--- src/hdl/masked_byte_pattern_search_assert.svh ---
// Assertion macros used by the masked byte pattern search RTL.
`ifndef MASKED_BYTE_PATTERN_SEARCH_ASSERT_SVH
`define MASKED_BYTE_PATTERN_SEARCH_ASSERT_SVH

// Same-cycle implication, sampled on clk and ignored while arst_n is low.
`define MBPS_ASSERT_NOW(label, ante, cons) \
	label: assert property (@(posedge clk) disable iff (!arst_n) (ante) |-> (cons)) \
		else $error("%m: check failed");

// Next-cycle implication, sampled on clk and ignored while arst_n is low.
`define MBPS_ASSERT_NEXT(label, ante, cons) \
	label: assert property (@(posedge clk) disable iff (!arst_n) (ante) |=> (cons)) \
		else $error("%m: check failed");

`endif

--- src/hdl/mbps_pkg.sv ---
// Types and constants of the masked byte pattern search.
`timescale 1ns / 1ps

package mbps_pkg;

	localparam int PAT_BYTES = 24;
	localparam int PAT_WORDS = 3;
	localparam int ADDR_W    = 64;
	localparam int CFG_W     = 64;
	localparam int CARE_W    = 24;
	localparam int LEN_REG_W = 5;
	localparam int CFG_IDX_W = 3;

	typedef logic [ADDR_W-1:0]    addr_t;
	typedef logic [CFG_W-1:0]     cfg_data_t;
	typedef logic [CFG_IDX_W-1:0] cfg_idx_t;

	typedef enum logic [CFG_IDX_W-1:0] {
		REG_PAT_LOW  = 3'd0,
		REG_PAT_MID  = 3'd1,
		REG_PAT_HIGH = 3'd2,
		REG_CARE     = 3'd3,
		REG_LENGTH   = 3'd4,
		REG_BASE     = 3'd5
	} cfg_reg_t;

endpackage

--- src/hdl/mbps_byte_if.sv ---
// Channel that carries the region bytes into the search.
`timescale 1ns / 1ps

interface mbps_byte_if;
	logic       valid;
	logic       ready;
	logic [7:0] data_byte;
	logic       last_byte;

	modport source (output valid, output data_byte, output last_byte, input ready);
	modport sink   (input valid, input data_byte, input last_byte, output ready);
endinterface

--- src/hdl/mbps_result_if.sv ---
// Channel that carries one search result per region.
`timescale 1ns / 1ps

interface mbps_result_if;
	logic                  valid;
	logic                  ready;
	logic                  found;
	logic [mbps_pkg::ADDR_W-1:0] match_address;

	modport source (output valid, output found, output match_address, input ready);
	modport sink   (input valid, input found, input match_address, output ready);
endinterface

--- src/hdl/masked_byte_pattern_search.sv ---
// Top level of the masked byte pattern search with its configuration registers.
//
//   channel      direction  payload
//   data_chan    sink       data_byte[7:0], last_byte
//   result_chan  source     found, match_address[63:0]
//   cfg_*        write      cfg_index[2:0], cfg_data[63:0] on cfg_write
//
// One byte is taken every cycle while data_chan.ready is high; any result is registered.
// The window compare, offset subtract and base add sit between the window and result registers.
// A full result register that is not taken holds data_chan.ready low until it drains.
// arst_n clears the window, position, region flag and result valid, and returns the
// configuration registers to their reset values.
`timescale 1ns / 1ps

`include "masked_byte_pattern_search_assert.svh"

module masked_byte_pattern_search #(
	parameter int MAX_PATTERN   = 24,
	parameter int POSITION_BITS = 32
) (
	input  logic                    clk,
	input  logic                    arst_n,
	mbps_byte_if.sink               data_chan,
	mbps_result_if.source           result_chan,
	input  logic                    cfg_write,
	input  mbps_pkg::cfg_idx_t      cfg_index,
	input  mbps_pkg::cfg_data_t     cfg_data
);
	import mbps_pkg::*;

	localparam int LEN_W = $clog2(MAX_PATTERN + 1);

	logic [PAT_WORDS-1:0][CFG_W-1:0] pattern_q;
	logic [CARE_W-1:0]               care_q;
	logic [LEN_REG_W-1:0]            length_q;
	addr_t                           base_q;

	logic [MAX_PATTERN-1:0][7:0]     window_q;
	logic [MAX_PATTERN-1:0][7:0]     window_next;
	logic [POSITION_BITS-1:0]        pos_q;
	logic [POSITION_BITS-1:0]        pos_next;
	logic [POSITION_BITS-1:0]        offset;
	logic                            reported_q;

	logic                            out_valid_q;
	logic                            found_q;
	addr_t                           address_q;

	logic [LEN_W-1:0]                len_eff;
	logic                            all_match;
	logic                            hit;
	logic                            accept;
	logic                            emit;

	always_comb begin
		if (length_q == '0) begin
			len_eff = LEN_W'(1);
		end else if (32'(length_q) > MAX_PATTERN) begin
			len_eff = LEN_W'(MAX_PATTERN);
		end else begin
			len_eff = LEN_W'(length_q);
		end
	end

	always_comb begin
		window_next[0] = data_chan.data_byte;
		for (int j = 1; j < MAX_PATTERN; j++) begin
			window_next[j] = window_q[j-1];
		end
	end

	assign pos_next = (pos_q == '1) ? pos_q : pos_q + POSITION_BITS'(1);
	assign offset   = pos_next - POSITION_BITS'(len_eff);

	mbps_match #(
		.MAX_PATTERN (MAX_PATTERN),
		.LEN_W       (LEN_W)
	) u_match (
		.window    (window_next),
		.pattern   (pattern_q),
		.care      (care_q),
		.len       (len_eff),
		.all_match (all_match)
	);

	assign hit    = all_match && !reported_q && (pos_next >= POSITION_BITS'(len_eff));
	assign accept = data_chan.valid && data_chan.ready;
	assign emit   = accept && (hit || (data_chan.last_byte && !reported_q));

	assign data_chan.ready = !out_valid_q || result_chan.ready;

	always_ff @(posedge clk or negedge arst_n) begin
		if (!arst_n) begin
			pattern_q <= '0;
			care_q    <= '1;
			length_q  <= LEN_REG_W'(1);
			base_q    <= '0;
		end else if (cfg_write) begin
			unique case (cfg_index)
				REG_PAT_LOW:  pattern_q[0] <= cfg_data;
				REG_PAT_MID:  pattern_q[1] <= cfg_data;
				REG_PAT_HIGH: pattern_q[2] <= cfg_data;
				REG_CARE:     care_q       <= cfg_data[CARE_W-1:0];
				REG_LENGTH:   length_q     <= cfg_data[LEN_REG_W-1:0];
				REG_BASE:     base_q       <= cfg_data;
				default:      ;
			endcase
		end
	end

	always_ff @(posedge clk or negedge arst_n) begin
		if (!arst_n) begin
			window_q   <= '0;
			pos_q      <= '0;
			reported_q <= 1'b0;
		end else if (accept) begin
			if (data_chan.last_byte) begin
				window_q   <= '0;
				pos_q      <= '0;
				reported_q <= 1'b0;
			end else begin
				window_q   <= window_next;
				pos_q      <= pos_next;
				reported_q <= reported_q || hit;
			end
		end
	end

	always_ff @(posedge clk or negedge arst_n) begin
		if (!arst_n) begin
			out_valid_q <= 1'b0;
		end else if (emit) begin
			out_valid_q <= 1'b1;
		end else if (result_chan.ready) begin
			out_valid_q <= 1'b0;
		end
	end

	always_ff @(posedge clk) begin
		if (emit) begin
			found_q   <= hit;
			address_q <= hit ? base_q + ADDR_W'(offset) : '0;
		end
	end

	assign result_chan.valid         = out_valid_q;
	assign result_chan.found         = found_q;
	assign result_chan.match_address = address_q;

	`MBPS_ASSERT_NOW(a_stall_blocks_input, out_valid_q && !result_chan.ready, !data_chan.ready)
	`MBPS_ASSERT_NOW(a_miss_has_zero_addr, out_valid_q && !found_q, address_q == '0)
	`MBPS_ASSERT_NEXT(a_region_end_clears, accept && data_chan.last_byte, pos_q == '0 && !reported_q)
	`MBPS_ASSERT_NOW(a_report_needs_bytes, reported_q, pos_q != '0)

endmodule

--- src/hdl/mbps_match.sv ---
// Parallel masked compare of the byte window against the pattern.
`timescale 1ns / 1ps

module mbps_match #(
	parameter int MAX_PATTERN = 24,
	parameter int LEN_W       = 5
) (
	input  logic [MAX_PATTERN-1:0][7:0]           window,
	input  logic [mbps_pkg::PAT_BYTES-1:0][7:0]   pattern,
	input  logic [mbps_pkg::CARE_W-1:0]           care,
	input  logic [LEN_W-1:0]                      len,
	output logic                                  all_match
);
	import mbps_pkg::*;

	localparam int IDX_W = (MAX_PATTERN > 1) ? $clog2(MAX_PATTERN) : 1;

	logic [MAX_PATTERN-1:0] byte_ok;

	// Pattern byte k lines up with the window byte len-1-k (newest byte at 0).
	for (genvar k = 0; k < MAX_PATTERN; k++) begin : g_cmp
		logic [LEN_W-1:0] idx;
		logic             in_use;

		assign in_use = LEN_W'(k) < len;
		assign idx    = len - LEN_W'(k + 1);

		if (k < PAT_BYTES) begin : g_reg
			assign byte_ok[k] = !in_use || !care[k] || (pattern[k] == window[idx[IDX_W-1:0]]);
		end else begin : g_wild
			assign byte_ok[k] = 1'b1;
		end
	end

	assign all_match = &byte_ok;

endmodule
--- src/flat_wrapper.sv ---
// flat-port wrapper written by rule: the top's interface ports become plain ports
module masked_byte_pattern_search_flat import mbps_pkg::*;
#(
	parameter int MAX_PATTERN   = 24,
	parameter int POSITION_BITS = 32
)
  (clk, arst_n, cfg_write, cfg_index, cfg_data, data_chan_valid, data_chan_data_byte, data_chan_last_byte, data_chan_ready, result_chan_valid, result_chan_found, result_chan_match_address, result_chan_ready);
  mbps_byte_if data_chan_i ();
  mbps_result_if result_chan_i ();
  input  logic clk;
  input  logic arst_n;
  input  logic cfg_write;
  input  mbps_pkg::cfg_idx_t cfg_index;
  input  mbps_pkg::cfg_data_t cfg_data;
  input wire logic [$bits(data_chan_i.valid)-1:0] data_chan_valid;
  input wire logic [$bits(data_chan_i.data_byte)-1:0] data_chan_data_byte;
  input wire logic [$bits(data_chan_i.last_byte)-1:0] data_chan_last_byte;
  output wire logic [$bits(data_chan_i.ready)-1:0] data_chan_ready;
  output wire logic [$bits(result_chan_i.valid)-1:0] result_chan_valid;
  output wire logic [$bits(result_chan_i.found)-1:0] result_chan_found;
  output wire logic [$bits(result_chan_i.match_address)-1:0] result_chan_match_address;
  input wire logic [$bits(result_chan_i.ready)-1:0] result_chan_ready;
  assign data_chan_i.valid = data_chan_valid;
  assign data_chan_i.data_byte = data_chan_data_byte;
  assign data_chan_i.last_byte = data_chan_last_byte;
  assign data_chan_ready = data_chan_i.ready;
  assign result_chan_valid = result_chan_i.valid;
  assign result_chan_found = result_chan_i.found;
  assign result_chan_match_address = result_chan_i.match_address;
  assign result_chan_i.ready = result_chan_ready;
  masked_byte_pattern_search #(.MAX_PATTERN(MAX_PATTERN), .POSITION_BITS(POSITION_BITS)) u_core (.clk(clk), .arst_n(arst_n), .data_chan(data_chan_i), .result_chan(result_chan_i), .cfg_write(cfg_write), .cfg_index(cfg_index), .cfg_data(cfg_data));
endmodule
--- config.mk ---
export PLATFORM = sky130hd
export DESIGN_NAME = masked_byte_pattern_search_flat
export DESIGN_NICKNAME = d
export VERILOG_FILES = /design/src/hdl/mbps_pkg.sv /design/src/hdl/mbps_byte_if.sv /design/src/hdl/mbps_result_if.sv /design/src/hdl/masked_byte_pattern_search.sv /design/src/hdl/mbps_match.sv /design/src/flat_wrapper.sv
export VERILOG_INCLUDE_DIRS = /design/src /design/src/hdl
export SDC_FILE = /design/constraint.sdc
export NUM_CORES = 2
export LEC_CHECK = 0
export BUFFER_PORTS_ARGS = -buffer_cell sky130_fd_sc_hd__buf_2
export CAP_MARGIN = 30
export CORE_MARGIN = 1
export CORE_UTILIZATION = 45
export DETAILED_ROUTE_END_ITERATION = 12
export PLACE_DENSITY = 0.67
export REMOVE_ABC_BUFFERS = 1
export SLEW_MARGIN = 10
export SYNTH_ARGS = -nofsm -noshare
export SYNTH_HDL_FRONTEND = slang
export SYNTH_HIERARCHICAL = 1
export SYNTH_SLANG_ARGS = --single-unit
--- constraint.sdc ---
create_clock -name clk -period 11.1 [get_ports clk]
set_input_delay 0 -clock clk [delete_from_list [all_inputs] [get_ports clk]]
set_output_delay 0 -clock clk [all_outputs]
set_load 0.02 [all_outputs]
# Word level (Yosys, flattened, before mapping)
# Cells that the tools add are included.
dict set report op_classes {
  n_addsub 27
  n_eq_ne 30
  order_cmp 50
  n_mux 56
  n_reduce_logical 116
}
# operator n
set ops {}
lappend ops {{$bmux 8 s5} 24}
lappend ops {{$eq 8x8->1} 24}
lappend ops {{$mux 8} 24}
lappend ops {{$mux 184} 1}
lappend ops {{$lt 5x6->1 const B} 24}
lappend ops {{$add 64x32->64} 1}
lappend ops {{$mux 32} 2}
lappend ops {{$logic_or 1x1->1} 51}
lappend ops {{$logic_not 1->1} 50}
lappend ops {{$sub 5x5->5 const B} 9}
lappend ops {{$lt 4x5->1 const A} 8}
lappend ops {{$lt 5x5->1 const A} 8}
lappend ops {{$sub 5x4->5 const B} 8}
lappend ops {{$add 32x1->32 const B} 1}
lappend ops {{$eq 32x32->1 const B} 1}
lappend ops {{$ge 32x5->1} 1}
lappend ops {{$sub 32x5->32} 1}
lappend ops {{$reduce_and 24->1} 1}
lappend ops {{$lt 3x5->1 const A} 4}
lappend ops {{$sub 5x3->5 const B} 4}
lappend ops {{$reduce_and 2->1} 6}
lappend ops {{$lt 1x5->1 const A} 2}
lappend ops {{$lt 2x5->1 const A} 2}
lappend ops {{$mux 5} 2}
lappend ops {{other kinds (11)} 20}
dict set report totals {
  regBits 568
  out_inout_bits 67
  inputBits 81
}

# Longest topological paths before layout
dict set report depth {
  ltp_word 14
  depth_mapped 31
  ltp_nobuf 27
}

# Hierarchy
# The synthesis kept the hierarchy.
# module seq_area_each_um2 cells_per_inst area_per_inst_um2 n_inst
set modules_own_cells {}
lappend modules_own_cells {masked_byte_pattern_search 14570.2 2314 25991.2 1}
lappend modules_own_cells {mbps_match 0.0 2150 18671.7 1}

# Worst setup path after synthesis
# OpenSTA, ideal clock, no wires.
dict set report synth_path {
  path_type {register -> register}
  from {register u_core.length_q[3]}
  to {register u_core.found_q, in the netlist u_core/result_chan.found (enable)}
  stages_incl_launch_ff 26
  setup_slack_ns 2.001
  synth_period_minus_slack_ns 9.099
  arrival_ns 8.589
  path_cell_list {dfrtp_1 -> nand2_1 -> nand2_1 -> inv_1 -> buf_6 -> buf_6 -> buf_6 -> buf_4 -> buf_2 -> inv_1 -> ha_1 -> inv_2 -> buf_2 -> clkbuf_1 -> clkbuf_1 -> mux2i_1 -> mux2i_1 -> xor2_1 -> a2111oi_0 -> a31oi_1 -> a2111oi_0 -> nand4_1 -> nor4_2 -> o311ai_2 -> buf_4 -> a21oi_1}
}
dict set report synth_between {
  elab_chain_len 13
  word_cells_on_any_way 202
  cone_classes {add/sub (24); order compare (26); eq/ne (24); mux (50); reduce/logical (78)}
}
# item line
set synth_lines {}
lappend synth_lines {{start: declaration} masked_byte_pattern_search.sv:35} ;# logic [LEN_REG_W-1:0] length_q;
lappend synth_lines {{start signal: assignment} masked_byte_pattern_search.sv:104} ;# REG_LENGTH: length_q <= cfg_data[LEN_REG_W-1:0];
lappend synth_lines {{$gt 5x5->1} masked_byte_pattern_search.sv:58} ;# end else if (32'(length_q) > MAX_PATTERN) begin
lappend synth_lines {{$mux 5} masked_byte_pattern_search.sv:58}
lappend synth_lines {{$mux 5 (*)} masked_byte_pattern_search.sv:56} ;# if (length_q == '0) begin
lappend synth_lines {{via u_core.len_eff[1]} masked_byte_pattern_search.sv:49} ;# logic [LEN_W-1:0] len_eff;
lappend synth_lines {{$sub 5x1->5, or another cell as far along} mbps_match.sv:26} ;# assign idx = len - LEN_W'(k + 1);
lappend synth_lines {{$bmux 8 s5} mbps_match.sv:29} ;# assign byte_ok[k] = !in_use || !care[k] || (pattern[k] == window[idx[IDX_W-1:0]]);
lappend synth_lines {{$mux 8 (implied by the code)} mbps_match.sv:29}
lappend synth_lines {{$eq 8x8->1} mbps_match.sv:29}
lappend synth_lines {{$logic_or 1x1->1} mbps_match.sv:29}
lappend synth_lines {{$reduce_and 24->1 (*)} mbps_match.sv:35} ;# assign all_match = &byte_ok;
lappend synth_lines {{via u_core.all_match} masked_byte_pattern_search.sv:50} ;# logic all_match;
lappend synth_lines {{$logic_and 1x1->1 (*) (2 in series)} masked_byte_pattern_search.sv:86} ;# assign hit = all_match && !reported_q && (pos_next >= POSITION_BITS'(len_eff));
lappend synth_lines {{$logic_or 1x1->1 (*)} masked_byte_pattern_search.sv:88} ;# assign emit = accept && (hit || (data_chan.last_byte && !reported_q));
lappend synth_lines {{$logic_and 1x1->1 (*)} masked_byte_pattern_search.sv:88}
lappend synth_lines {{via u_core.emit} masked_byte_pattern_search.sv:53} ;# logic emit;
lappend synth_lines {{end signal: assignment} masked_byte_pattern_search.sv:141} ;# found_q <= hit;
lappend synth_lines {{end: declaration} masked_byte_pattern_search.sv:46} ;# logic found_q;
# Mark *: on every way through the listed nets, which the timed path passes. The rest lies on a longest branch. The select of a mux whose other input is x is not followed.
# A chain may end at the register's enable or synchronous reset.

# Final worst setup path
dict set report layout_path {
  from {register u_core.length_q[3]}
  to {register u_core.address_q[47], in the netlist u_core/result_chan.match_address[47] (enable)}
}
dict set report layout_between {
  elab_chain_len 13
  word_cells_on_any_way 202
  cone_classes {add/sub (24); order compare (26); eq/ne (24); mux (50); reduce/logical (78)}
}
# item line
set layout_lines {}
lappend layout_lines {{$gt 5x5->1} masked_byte_pattern_search.sv:58}
lappend layout_lines {{$mux 5} masked_byte_pattern_search.sv:58}
lappend layout_lines {{$mux 5 (*)} masked_byte_pattern_search.sv:56}
lappend layout_lines {{via u_core.len_eff[0]} masked_byte_pattern_search.sv:49}
lappend layout_lines {{$sub 5x1->5, or another cell as far along} mbps_match.sv:26}
lappend layout_lines {{$bmux 8 s5} mbps_match.sv:29}
lappend layout_lines {{$mux 8 (implied by the code)} mbps_match.sv:29}
lappend layout_lines {{$eq 8x8->1} mbps_match.sv:29}
lappend layout_lines {{$logic_or 1x1->1} mbps_match.sv:29}
lappend layout_lines {{$reduce_and 24->1 (*)} mbps_match.sv:35}
lappend layout_lines {{via u_core.all_match} masked_byte_pattern_search.sv:50}
lappend layout_lines {{$logic_and 1x1->1 (*) (2 in series)} masked_byte_pattern_search.sv:86}
lappend layout_lines {{$logic_or 1x1->1 (*)} masked_byte_pattern_search.sv:88}
lappend layout_lines {{$logic_and 1x1->1 (*)} masked_byte_pattern_search.sv:88}
lappend layout_lines {{via u_core.emit} masked_byte_pattern_search.sv:53}
lappend layout_lines {{end signal: assignment} masked_byte_pattern_search.sv:142} ;# address_q <= hit ? base_q + ADDR_W'(offset) : '0;
lappend layout_lines {{end: declaration} masked_byte_pattern_search.sv:47} ;# addr_t address_q;
# Marks and branches as above.

==> flow_metrics.tcl <==
set metrics [dict create \
    status "complete, no violations" \
    layout_common_cells "476 x dfrtp_1, 414 x nand2_1, 346 x mux2_2" \
    n_fill_cell 8800 \
    worst_pin_slew_ps 1170 \
    synth_top_cell_by_area "dfrtp_1" \
    rsz0062_at_grt "false" \
    busiest_layer "met2" \
    relSlewSlack_pct 22.3 \
    end_kind "flop" \
    r2r-start "u_core/length_q[3]" \
    gr-usage-met3_pct 10.3 \
    multiInputGateArea_sq_mm 0.0286 \
    r2r-end "u_core/result_chan.match_address[47]" \
    wl_um 171000 \
    syn_area_sq_mm 0.0447 \
    synth_area_leaders "dfrtp_1 27%, mux4_2 11%, mux2_2 8.7%" \
    vdd_drop_max_uv 167 \
    crit_slowest_cell "buf_4" \
    crit_fanout 66 \
    routedWlPerCell_um 29.1 \
    finalCritPeriodShare_pct 81.9 \
    cts_buffers 67 \
    grt_max_degree 287 \
    finalWorstPathRequiredPeriod_ps 9090 \
    path_buf_inv 6 \
    syn_inst 4464 \
    final_common_cell "dfrtp_1" \
    overflow 0 \
    criticalPathCategory "reg -> reg" \
    startpoint_type "flop" \
    path_delay_family "buffers and inverters" \
    hold_viol 0 \
    ff2ff_path_depth 21 \
    synth.avg_cell_area_sq_um 10.0 \
    seq_area_sq_mm 0.0146 \
    hp-class "in -> reg" \
    min_from "result_chan_ready" \
    clock-sinks 568 \
    final_cell_area_sq_mm 0.0497 \
    synth.distinct_cells 102 \
    drive_gt1_share_pct 21.8 \
    die-width_um 317 \
    grt_pass1_vias 36000 \
    clk_pin_slew_ps 60 \
    async_flop_share_pct 88.6 \
    placed_area_sq_mm 0.0464 \
    place_hpwl_um 127000 \
    drt_iter0_markers 5379 \
    hold_path_depth 3 \
    synthFlopType "dfrtp_1" \
    holdWs_ps 18.3 \
    yosys_warnings 6 \
    stdcell_count 5881 \
    worst_ep_arrival_time_ps 9330 \
    track_usage_pct 33.6 \
    met1_usage_pct 46.0 \
    route.detailed.drc 0 \
    die-area_sq_mm 0.101 \
    viasPerCell 6.64 \
    p_leak_uw 0.0190 \
    synth_edf_count 65 \
    ys_seq_elements 568 \
    htree_num_levels 3 \
    drv_slew 0 \
    place_inst 5669 \
    clkLatencyLatePin_ps 660 \
    synth_seq_area_share_pct 32.6 \
    num_vias 39000 \
    area_growth_pct 11.3 \
    clock_skew_ps 45.3 \
    cap_viol_max_count 0 \
    path_common_cell "buf_4" \
    routabilityCongestion 1.05 \
    root_buffer "clkbuf_16" \
    r2r_slack_ps 2010 \
    core_area_sq_mm 0.0984 \
    rows 115 \
    crit_required_ps 11350 \
    fp.dieH_um 317 \
    slowest_delay_ps 810 \
    synth_top_area_share_pct 26.8 \
    clockBufferDepth 3 \
    antenna_found_initial 5 \
    fin_nets 4681 \
    powerDensity_mw_per_mm2 203 \
    ant_nets 0 \
    setup_viol 0 \
    firstDrtPassIters 8 \
    numPortBuffers 147 \
    max_freq_ghz 0.110 \
    final_util_pct 50.5 \
    worst_slack_ps 2010 \
    grt_first_pass_wirelength_um 249000 \
    start_util_pct 45.4 \
    cts_tree "done" \
    crit_chain "buf_4, nor3_1, nor2_1, o2bb2ai_4, buf_4, buf_4, buf_4, mux2i_1, mux4_2, o21ai_0, nand3_1, o311ai_0, o21ai_0, nand4b_1, o311ai_0, nand4_1, nor4_2, o311ai_4, buf_4, a21oi_4, buf_4" \
    io_pins 148 \
    use_met2_pct 47.7 \
    min_to "u_core/result_chan.valid" \
    place_ws_ps 2210 \
]
-- layer usage --
layer	routed length, um	vias to the layer above
li1	-	16900
met1	69700	19400
met2	71000	2311
met3	20400	462
met4	9760	8
met5	56	-
-- flip-flops by register name, indices dropped and copies added (netlist names) --
signal / cells
u_core/length_q: 5
u_core/result_chan.match_address: 64
u_core/pos_q: 32
u_core/base_q: 64
u_core/result_chan.valid: 1
u_core/result_chan.found: 1
u_core/care_q: 24
u_core/reported_q: 1
u_core/window_next: 184
u_core/pattern_q: 192
-- power by group --
group	internal [uW]	switching, uW
Sequential	2370	410
Clock	1410	964
Combinational	1980	2960
-- synthesized netlist by cell type, types with 62 or more instances --
master	count
o21ai_0	333
nor3_1	116
xor2_1	150
nand2_1	415
clkbuf_1	190
nor2_1	212
dfrtp_1	478
mux4_2	216
mux2i_1	318
xnor2_1	211
o22ai_1	62
a31oi_1	67
mux2_2	346
nand3_1	83
nand2b_1	201
edfxtp_1	65
a21oi_1	158
-- through the flow --
| step | total power (uW) | setup TNS, ps |
|---|---|---|
| floorplan | 6420 | -2121390 |
| global route | 10500 | 0 |
| detailed placement | 7540 | 0 |
| finish | 10100 | 0 |
| CTS | 9970 | 0 |
| global placement | 7520 | 0 |
-- cell type report --
type | instances | share of cell area, %
multi-input combinational | 3534 | 57.5
sequential | 568 | 29.3
timing repair buffer | 321 | 4.82
clock buffer | 89 | 3.93
tap | 1287 | 3.24
clock inverter | 31 | 0.798
inverter | 48 | 0.380
antenna | 3 | 0.0151
-- how the worst max path moves through the flow --
stage                     slack [ps]               start                              endpoint  cells after the start
final                           2010  u_core/length_q[3]  u_core/result_chan.match_address[47]                     21
after global routing            1640  u_core/length_q[3]  u_core/result_chan.match_address[40]                     21
after CTS                       2110  u_core/length_q[3]  u_core/result_chan.match_address[40]                     21
after detailed placement        2210  u_core/length_q[3]              u_core/result_chan.found                     21
after global placement          2410  u_core/length_q[3]  u_core/result_chan.match_address[54]                     21
after floorplan               -17890  u_core/length_q[3]              u_core/result_chan.found                     17
-- repair_timing --
action,CTS,global route
hold buffers,84,0
gates resized for setup,0,0
buffers inserted,0,0
hold endpoints to repair,392,0
-- cell families (layout without fill, tap and decap cells) --
| logic type | Yosys count | count (layout) | synth area share (%) |
|---|---|---|---|
| muxes | 887 | 887 | 27.0 |
| other | 0 | 3 | 0 |
| AOI/OAI and AO/OA | 941 | 941 | 13.5 |
| buffers and inverters | 362 | 489 | 3.78 |
| DFF | 568 | 568 | 32.6 |
| xor gates and xnor gates | 365 | 365 | 7.28 |
| adders and majority gates | 60 | 60 | 1.71 |
| and+or+nand+nor | 1281 | 1281 | 14.2 |
-- worst register-to-register path: stages (launching register included) --
cell       delay, ps
dfrtp_2          520
buf_4            320
nor3_1           240
nor2_1            90
o2bb2ai_4        160
buf_4            560
buf_4            850
buf_4            840
mux2i_1          300
mux4_2           620
o21ai_0          200
nand3_1          120
o311ai_0         270
o21ai_0          120
nand4b_1         170
o311ai_0         810
nand4_1          260
nor4_2           730
o311ai_4         180
buf_4            380
a21oi_4          200
buf_4            630
(Power assumes the default switching activity.)
